[src/sdt_pkg.sv]
package sdt_pkg;

  typedef enum logic [1:0] {
    OP_SCAN  = 2'd0,
    OP_FOCUS = 2'd1,
    OP_CLEAR = 2'd2
  } op_t;

  typedef enum logic [2:0] {
    ST_REJECTED   = 3'd0,
    ST_UPDATED    = 3'd1,
    ST_ADDED      = 3'd2,
    ST_REPLACED   = 3'd3,
    ST_FOCUS_SET  = 3'd4,
    ST_FOCUS_REFD = 3'd5,
    ST_CLEARED    = 3'd6
  } status_t;

  typedef enum logic [1:0] {
    S_IDLE,
    S_LOOK,
    S_WRITE
  } state_t;

  // Control from the table sequencer to the recent-packet ring.
  typedef struct packed {
    logic claim;
    logic clear;
  } ring_ctrl_t;

  // Descriptive part of one table entry; the last-seen time lives apart.
  typedef struct packed {
    logic [47:0]       addr;
    logic [7:0]        kind;
    logic [7:0]        flag;
    logic signed [7:0] rssi;
  } meta_t;

endpackage

[src/sdt_ring.sv]
module sdt_ring
  import sdt_pkg::*;
#(
  parameter int RING_SLOTS = 17
) (
  input  logic                            clk,
  input  logic                            rst,
  input  ring_ctrl_t                      ctrl,
  output logic [$clog2(RING_SLOTS)-1:0]   slot,
  output logic [$clog2(RING_SLOTS+1)-1:0] fill
);

  localparam int RW = $clog2(RING_SLOTS);
  localparam int FW = $clog2(RING_SLOTS + 1);

  logic [RW-1:0] head;
  logic [RW-1:0] tail;
  logic [RW-1:0] head_inc;
  logic [RW-1:0] tail_inc;

  assign head_inc = (head == RW'(RING_SLOTS - 1)) ? '0 : head + RW'(1);
  assign tail_inc = (tail == RW'(RING_SLOTS - 1)) ? '0 : tail + RW'(1);
  assign slot = tail;

  always_ff @(posedge clk) begin
    if (rst || ctrl.clear) begin
      head <= '0;
      tail <= '0;
      fill <= '0;
    end else if (ctrl.claim) begin
      tail <= tail_inc;
      // A full ring drops its oldest slot.
      if (tail_inc == head) begin
        head <= head_inc;
      end
      if (fill < FW'(RING_SLOTS)) begin
        fill <= fill + FW'(1);
      end
    end
  end

endmodule

[config.mk]
export PLATFORM = sky130hd
export DESIGN_NAME = sdt_ring
export DESIGN_NICKNAME = d
export VERILOG_FILES = /design/src/sdt_pkg.sv /design/src/sdt_ring.sv
export SDC_FILE = /design/constraint.sdc
export NUM_CORES = 1
export LEC_CHECK = 0
export BUFFER_PORTS_ARGS = -buffer_cell sky130_fd_sc_hd__buf_2
export CAP_MARGIN = 20
export CORE_MARGIN = 2
export CORE_UTILIZATION = 23
export CTS_CLUSTER_SIZE = 16
export DETAILED_ROUTE_END_ITERATION = 16
export PLACE_DENSITY_LB_ADDON = 0.05
export SETUP_SLACK_MARGIN = 0.5
export SLEW_MARGIN = 30
export SYNTH_ARGS = -nofsm -noshare
export SYNTH_HDL_FRONTEND = slang
export SYNTH_SLANG_ARGS = --single-unit
[constraint.sdc]
create_clock -name clk -period 1.54 [get_ports clk]
set_input_delay 0.385 -clock clk [delete_from_list [all_inputs] [get_ports clk]]
set_output_delay 0.385 -clock clk [all_outputs]
set_load 0.01 [all_outputs]
# == Word level (Yosys, flattened, before mapping) ==
# Cells that the tools add are included.
# word_totals
out_inout_bits,10
ff_bits,10
wordCells,9
# op_classes
reduce_logical,2
n_mux,1
addsub,2
magnitude_cmp,1
eq_ne,1
# op_table
cell,n
"adder 5 x 1 -> 5 bit, second input constant",2
"equality test 5 bit, second input constant",1
"less-than comparator 5 bit, second input constant",1
two-way mux 5 bit,1
AND reduction 2 bit,1
logical OR 1 bit,1

# == Longest topological paths before layout ==
# Gate-level depths: netlist (run 1).
# depth
ltp_word,2
mapped_depth,5
mapped_depth_nobuf,5

# == Worst setup path before layout (run 1) ==
# OpenSTA, ideal clock, no wires.
# synth_timing
path_kind,register to register
start,register tail[0] (netlist: slot[0])
end,register tail[0] (netlist: slot[0])
t_arrival_ps,1032
path_slack_ps,379
path_stages_with_launch,6
required_ps,1411
n_path_buf,0
synth_period_minus_slack_ps,1161
cell_sequence,dfxtp_1 -> inv_1 -> ha_1 -> inv_1 -> o41ai_4 -> nor2_1
# synth_via
elab_chain_cells,2
elab_cells_between_ends,3
# synth_lines
item,line_no,source
from (decl),sdt_ring.sv:17,logic [RW-1:0] tail;
from (signal assigned),sdt_ring.sv:31,tail <= tail_inc;
adder 5 x 1 -> 5 bit or equality test 5 bit (tied branches),sdt_ring.sv:22,assign tail_inc = (tail == RW'(RING_SLOTS - 1)) ? '0 : tail + RW'(1);
two-way mux 5 bit *,sdt_ring.sv:22,
# Every way passes the cells marked *; elsewhere a longest branch is shown, timed or not.
# A chain may end at the register's enable or synchronous reset.

# == Worst setup path after layout (run 1) ==
# layout_timing
start,register tail[1] (netlist: slot[1])
end,register tail[0] (netlist: slot[0])
# layout_via
elab_chain_cells,2
# layout_lines
item,line_no
equality test 5 bit,sdt_ring.sv:22
two-way mux 5 bit,sdt_ring.sv:22
# No other way between the ends.

==> out/qor.txt, run 1 <==
Status = finished, final reports clean
Fmax = 0.840 GHz
Fin crit share = 0.773
WHS Path Cells = 2
Final Hold Viols = 0
Synth area leaders = dfxtp_1 40%, ha_1 7.5%, o41ai_4 5.5%
Worst R2R Path Depth = 6
Post-synth EDFFs = 0
Sequential power share = 0.452
Post-synth top area cell = dfxtp_1
Routability Congestion = 0.656
Share of cells above drive strength 1 = 0.659
# IOs = 14
Gr usage total = 0.107
Via count = 500
Pleak = 0.353 nW
Hold_buf cts = 0
Clock period minus worst slack = 1.19 ns
Distinct cells, synth = 25
H-tree levels = 1
Least-Margin Pin Slew = 0.255 ns
Maxcap violations = 0
Post-Layout Inst Area = 901 sq um
Post-DP HPWL = 821 um
Largest net degree at the start of global routing = 13
Area Growth Syn to Fin = 80.9%
Critical path's largest stage delay = 0.36 ns
Initial DRC Count = 0
Pint = 0.432 mW
Critical R2R Launch = slot[1]
Worst reg2reg setup slack = 0.35 ns
CP max FO = 4
Worst-Skew Late Latency = 0.27 ns
IO Port Bufs = 13
Clk root buf = clkbuf_4
Sink Count = 10
Clk network pwr share = 0.419
First-pass GRT wire length = 1.97 mm
Crit-path slowest cell = dfxtp_4
Net count after synthesis = 60
Area of the core = 2000 sq um
Net switching power = 0.135 mW
Critical Path End = slot[0]
Drc violations = 0
Synth top cells by count = 10 x dfxtp_1, 7 x nor2_1, 4 x nand2_1
Primary FF master, synth = dfxtp_1
Layout Nets = 90
Logic pwr share = 0.129
Die H = 50.5 um
Top-count cell post-synth = dfxtp_1
Setup crit start = slot[1]
CTS tree = done
Total routed wirelength = 1.37 mm
Initial Utilization = 0.249
Die width = 50.5 um
Post-synthesis sequential area ratio = 0.402
Reg clk slew, reported paths = 0.07 ns
Clock buffer depth = 2
Switch share = 0.238
Data required, critical path = 1.70 ns
Slew Viols, Final = 0
Std-Cell Rows = 16
Final setup fails = 0
Post-Syn Instances = 53
Avg Vias per Cell = 4.59
Mean area per synthesized cell = 9.40 sq um
Register bit count reported by yosys = 10
Area share of the largest cell type after synthesis = 0.402
CTS Buf Count = 3
RSZ-0062 raised after global routing = yes
Clock Skews = 0.00781 ns
Initial antenna violation count = 0
Max-slew headroom = 0.830
Ant. Diodes = 0
CP Cell Sequence = inv_4 -> ha_4 -> inv_2 -> o41ai_4 -> buf_4 -> nor2_2
First-pass DRT Iterations = 1
Class of the worst hold path = input pin to flop
Critical Path AT = 1.35 ns
Post-synth ARST share = 0
Yosys warns = 0
FF-to-FF End = slot[0]
CP Capture Type = flop
Via count of the first global-routing pass = 428
Setup_tns = 0 ns
Placement-stage cell area = 601 sq um
Routed len/inst = 12.6 um
Syn Std Cell Area = 498 sq um
Final antenna-violating net count = 0
GRT overflow = 0
VDD IR max = 661 uV
Crit Path Class = flop to flop
Die Area = 2550 sq um
PD cells = 630 nW/um^2
Worst setup SP type = flop
[final cells by class]
class | count | area, sq um
multi-input combinational | 39 | 344
timing repair buffer | 26 | 240
tap | 27 | 33.8
inverter | 3 | 13.8
clock buffer | 4 | 36.3
sequential | 10 | 233
fill | 202 | 1100
[worst min path at each step]
stage,from,end,slack (ns)
2_1_floorplan,rst,fill[4],0.46
3_3_place_gp,slot[4],slot[4],0.50
3_5_place_dp,slot[4],slot[4],0.51
4_1_cts,rst,fill[4],0.29
5_1_grt,rst,fill[4],0.29
6_report,rst,fill[4],0.31
[layout by cell type (no fill, tap or decap), types with 2 or more instances in the layout]
master	synthesis	layout
buf_6	0	14
buf_4	1	9
dfxtp_4	0	8
nor2_1	7	4
nand2_1	4	4
o31ai_2	0	3
xor2_1	3	3
nor2_2	0	3
clkbuf_4	0	3
buf_2	0	3
inv_2	0	2
nor3_1	2	2
nand4_1	2	2
ha_4	0	2
dfxtp_2	0	2
[critical path, delay by kind of cell, from the launching register on]
family / cells / cell delay [ns]
flip-flops: 1 / 0.36
AO/OA/AOI/OAI: 1 / 0.29
buffers and inverters: 3 / 0.28
adder cells (fa/ha/maj): 1 / 0.12
AND/OR/NAND/NOR: 1 / 0.04
[what timing repair did]
action,CTS,global route
resized for setup,35,12
pin swaps,8,5
setup buffers,10,2
setup endpoints to repair,16,19
[cell families (layout without fill, tap and decap cells)]
kind of cell             after synthesis  after routing  synth area share
multiplexers                           1              1            0.0201
adder cells (fa/ha/maj)                3              3            0.0754
AND/OR/NAND/NOR                       23             23             0.234
flip-flops                            10             10             0.402
XOR/XNOR                               4              4            0.0704
buffers and inverters                  4             33            0.0377
AO/OA/AOI/OAI                          8              8             0.161
[routing by layer]
metal / vias up / GRT usage / routed length (um)
li1: 251 / - / -
met1: 239 / 0.128 / 615
met2: 10 / 0.160 / 690
met3: 0 / 0.0655 / 66
met4: 0 / 0.0270 / 0
met5: - / 0 / 0
[registers in the layout, summed over array words and instances, names as in the netlist]
register	cells
fill	5
slot	5
[per-stage QoR]
step	instances	utilization	worst slack, ns	hold slack [ns]	power [mW]
6_report	109	0.450	0.350	0.310	0.567
5_1_grt	109	0.450	0.297	0.289	0.605
4_1_cts	107	0.420	0.383	0.290	0.571
3_5_place_dp	93	0.300	0.154	0.508	0.319
3_3_place_gp	93	0.300	0.157	0.505	0.320
2_1_floorplan	53	-	0.488	0.462	0.302
[power by group through the flow]
stage / clock network (mW) / registers [mW] / logic [mW]
floorplan: 0 / 0.276 / 0.0266
global placement: 0 / 0.275 / 0.0454
detailed placement: 0 / 0.275 / 0.0440
CTS: 0.252 / 0.256 / 0.0626
global route: 0.269 / 0.257 / 0.0795
finish: 0.238 / 0.256 / 0.0730
Power figures use the tool's default switching activity.
==> inputs of run 2 (changes only) <==
- clock period: 1.54 -> 1.04 ns (I/O delays scaled with it)
==> run 2 against run 1 <==
Compared with the run above: the flow now finishes with violations (setup timing); sequential power increased by 49%; power rose by 38%; cell area grew 9.0%; core utilization grew 4.1 points; worst hold slack got worse by 0.045 ns; wire length up 0.66%; register-to-register slack worse by 0.41 ns; critical endpoint is now slot[2]; sequential share of layout area fell by 1.9 points; count of clock-buffer cells in the layout unchanged; critical path type is now flop to output port.
==> out/qor.txt, run 2 (synthesized netlist as in run 1, its figures left out) <==
Fin crit share = 1.06
CP Capture Type = output port
Ant. Diodes = 0
Post-DP HPWL = 891 um
Share of cells above drive strength 1 = 0.667
Class of the worst hold path = input pin to flop
VDD IR max = 350 uV
Clk root buf = clkbuf_4
Clock Skews = 0.000285 ns
Routed len/inst = 11.8 um
Place WS = -0.0694 ns
Layout Nets = 98
Sequential power share = 0.489
Most common cell after layout, fill and taps aside = buf_6
Final setup fails = 12
Final std cells w/o fill = 117
Die width = 50.5 um
Final Util = 0.491
H-tree levels = 1
RSZ-0062 raised after global routing = yes
CP max FO = 3
Drc violations = 0
Via count = 528
Die H = 50.5 um
Sink Count = 10
Routability Congestion = 0.768
PnR worst setup slack = -0.0675 ns
Final Hold Viols = 0
PD cells = 795 nW/um^2
Total routed wirelength = 1.38 mm
Slew Viols, Final = 0
Switch share = 0.253
Hold slack = 0.265 ns
Reg clk slew, reported paths = 0.07 ns
Data required, critical path = 0.78 ns
Commonest non-fill, non-tap cells in the layout = 19 x buf_6, 12 x buf_4, 9 x dfxtp_4
Initial DRC Count = 7
Clock period minus worst slack = 1.11 ns
Worst setup SP type = flop
Final antenna-violating net count = 0
IO Port Bufs = 13
Fmax = 0.903 GHz
Post-Layout Inst Area = 982 sq um
Logic pwr share = 0.143
CTS Buf Count = 3
Gr usage total = 0.132
Clk network pwr share = 0.369
Net switching power = 0.198 mW
Std-Cell Rows = 16
Placed cell count = 104
Crit Path Class = flop to output port
Least-Margin Pin Slew = 0.215 ns
Critical Path AT = 0.85 ns
Maxcap violations = 0
GRT overflow = 0
# IOs = 14
Largest net degree at the start of global routing = 8
Placement-stage cell area = 752 sq um
Worst-Skew Late Latency = 0.26 ns
First-pass DRT Iterations = 4
Clock buffer depth = 2
First-pass GRT wire length = 2.46 mm
Setup_tns = -0.548 ns
Initial antenna violation count = 0
Area Growth Syn to Fin = 97.2%
Failing checks = setup timing
Die Area = 2550 sq um
Pleak = 0.400 nW
Area of the core = 2000 sq um
Power, Total = 0.780 mW
Initial Utilization = 0.249
Via count of the first global-routing pass = 516
Pint = 0.583 mW
CTS tree = done
Avg Vias per Cell = 4.51
Max-slew headroom = 0.856
Status = finished, violations left
==> run 2: cell types whose count changed in the layout (fill, tap and decap cells not counted), moves of 2 or more <==
| cell | change |
|---|---|
| buf_4 | +3 |
| nor2_1 | +2 |
| o31ai_2 | -3 |
| o31ai_1 | +2 |
| nor2_2 | -2 |
| buf_6 | +5 |
==> run 2: cell type report <==
class | count | area (sq um)
flip-flops and latches | 10 | 235
well taps | 27 | 33.8
fillers | 197 | 1020
inverters | 3 | 11.3
repair buffers | 34 | 319
multi-input cells | 39 | 357
clock buffers | 4 | 26.3
==> run 2: path summary, 6_finish.rpt <==
kind,from,to,slack (ns),cells past startpoint
setup / recovery,slot[2],slot[2],-0.07,2
setup reg to reg,slot[1],slot[0],-0.06,6
hold / removal,rst,fill[4],0.27,3
hold reg to reg,fill[1],fill[1],0.54,2
==> run 2: worst max-delay path: stages, from the launching register on <==
cell     delay [ns]
dfxtp_4        0.36
buf_6          0.12
buf_6          0.11
==> run 2: power groups by stage <==
| stage | combinational [mW] | clock (mW) | sequential (mW) |
|---|---|---|---|
| 3_3_place_gp | 0.0952 | 0 | 0.396 |
| 4_1_cts | 0.111 | 0.294 | 0.383 |
| 5_1_grt | 0.123 | 0.335 | 0.383 |
| 2_1_floorplan | 0.0506 | 0 | 0.399 |
| 3_5_place_dp | 0.0950 | 0 | 0.396 |
| 6_report | 0.111 | 0.288 | 0.381 |
==> run 2: metal layers <==
layer | GRT usage | wire [um] | part of all wire
met1 | 0.185 | 658 | 0.48
met2 | 0.189 | 661 | 0.48
met3 | 0.0387 | 61 | 0.044
met4 | 0.0541 | 0 | 0
met5 | 0 | 0 | 0
==> run 2: what timing repair did <==
action	CTS	global route
resized for setup	26	4
hold buffers	0	0
endpoints found under the setup margin	20	20
buffers inserted	8	1
pin swaps	5	2
==> inputs of run 3 (changes only) <==
- BUFFER_PORTS_ARGS: -buffer_cell sky130_fd_sc_hd__buf_2 -> -buffer_cell sky130_fd_sc_hd__buf_4
==> run 3 against run 2 <==
Compared with the run above: the run still ends with setup timing left; highest routed layer is now met4; non-clock buffer count grew 2; critical endpoint is now fill[1]; critical path depth is the same; fmax shrank 1.3%; power grew 3.8%; core utilization grew 3.6 points; global-route usage shrank 0.20 points.
==> out/qor.txt, run 3 (synthesized netlist as in run 1, its figures left out) <==
Setup_tns = -0.713 ns
CP Capture Type = output port
Area of the core = 2000 sq um
Final Hold Viols = 0
Layout Nets = 100
Drc violations = 0
Commonest non-fill, non-tap cells in the layout = 17 x buf_4, 17 x buf_6, 8 x dfxtp_4
Post-DP HPWL = 884 um
Worst-Skew Late Latency = 0.27 ns
Logic pwr share = 0.165
# IOs = 14
CP max FO = 2
Clock period minus worst slack = 1.12 ns
Crit Path Class = flop to output port
Clk root buf = clkbuf_4
Max-slew headroom = 0.847
IO Port Bufs = 13
CTS tree = done
Area Growth Syn to Fin = 112%
Share of cells above drive strength 1 = 0.728
Slew Viols, Final = 0
Final setup fails = 14
PD cells = 768 nW/um^2
Die width = 50.5 um
Gr usage total = 0.130
Initial antenna violation count = 0
Die Area = 2550 sq um
Die H = 50.5 um
Data required, critical path = 0.78 ns
First-pass GRT wire length = 2.36 mm
Initial DRC Count = 4
Final antenna-violating net count = 0
Std-Cell Rows = 16
Via count = 536
VDD IR max = 257 uV
Placement-stage cell area = 762 sq um
Pint = 0.588 mW
Status = finished, violations left
Via count of the first global-routing pass = 507
Switch share = 0.274
Avg Vias per Cell = 4.50
Sink Count = 10
Least-Margin Pin Slew = 0.228 ns
Net switching power = 0.222 mW
Fmax = 0.891 GHz
Worst setup SP type = flop
Hold_buf cts = 0
Sequential power share = 0.473
Fin crit share = 1.08
Pleak = 0.413 nW
Clock Skews = 0.00496 ns
GRT overflow = 0
Routed len/inst = 12.4 um
Reg clk slew, reported paths = 0.08 ns
Critical Path AT = 0.86 ns
RSZ-0062 raised after global routing = yes
Largest net degree at the start of global routing = 8
Initial Utilization = 0.249
Routability Congestion = 0.702
Ant. Diodes = 0
Failing checks = setup timing
CTS Buf Count = 3
# fillers = 198
H-tree levels = 1
Clk network pwr share = 0.362
Maxcap violations = 0
PnR worst setup slack = -0.0823 ns
Post-Layout Inst Area = 1050 sq um
Total routed wirelength = 1.47 mm
First-pass DRT Iterations = 4
Class of the worst hold path = input pin to flop
Clock buffer depth = 2
[run 3: changes by cell type in the layout (fill, tap and decap cells not counted), sizes merged]
cell,previous run,this run
buf,34,36
clkbuf,4,3
clkinv,0,1
[run 3: area by class of cell]
type | count | area [sq um] | share of cell area
multi-input cells | 39 | 397 | 0.376
repair buffers | 36 | 354 | 0.336
flip-flops and latches | 10 | 233 | 0.221
well taps | 27 | 33.8 | 0.0320
clock buffers | 3 | 22.5 | 0.0214
inverters | 3 | 11.3 | 0.0107
clock inverters | 1 | 3.75 | 0.00356
[run 3: worst paths after layout]
| path | startpoint | end | slack (ns) | depth (start not counted) |
|---|---|---|---|---|
| setup reg to reg | fill[1] | fill[2] | -0.06 | 4 |
| hold / removal | rst | fill[2] | 0.24 | 3 |
| hold reg to reg | fill[3] | fill[3] | 0.59 | 2 |
| setup / recovery | fill[1] | fill[1] | -0.08 | 2 |
[run 3: power by group through the flow]
stage	clock network [mW]	logic [mW]	registers, mW
floorplan	0	0.0506	0.399
global placement	0	0.0978	0.397
detailed placement	0	0.0975	0.397
CTS	0.311	0.123	0.382
global route	0.337	0.144	0.385
finish	0.294	0.133	0.383
[run 3: metal layers]
metal / share of wire / vias to the layer above / GRT usage
met5: 0 / - / 0
met3: 0.033 / 4 / 0.0268
li1: - / 268 / -
met1: 0.47 / 256 / 0.186
met4: 0.026 / 0 / 0.0946
met2: 0.47 / 8 / 0.169
[run 3: metrics by stage]
step	utilization	instances	hold slack (ns)	power, mW	worst slack (ns)
3_5_place_dp	0.381	101	0.529	0.495	-0.102
5_1_grt	0.527	119	0.234	0.866	-0.126
4_1_cts	0.482	116	0.235	0.816	-0.0914
2_1_floorplan	-	53	0.321	0.449	0.0259
6_report	0.527	119	0.243	0.810	-0.0823
3_3_place_gp	0.381	101	0.523	0.495	-0.0815
[run 3: timing repair]
item,in CTS,in global routing
resized for setup,24,12
pin swaps,8,6
cloned,0,0
buffers inserted,11,3
setup endpoints to repair,20,20
[run 3: critical path, cell delays in order, from the launching register on]
cell and delay [ns]:
dfxtp_4 0.36, buf_6 0.12, buf_6 0.11
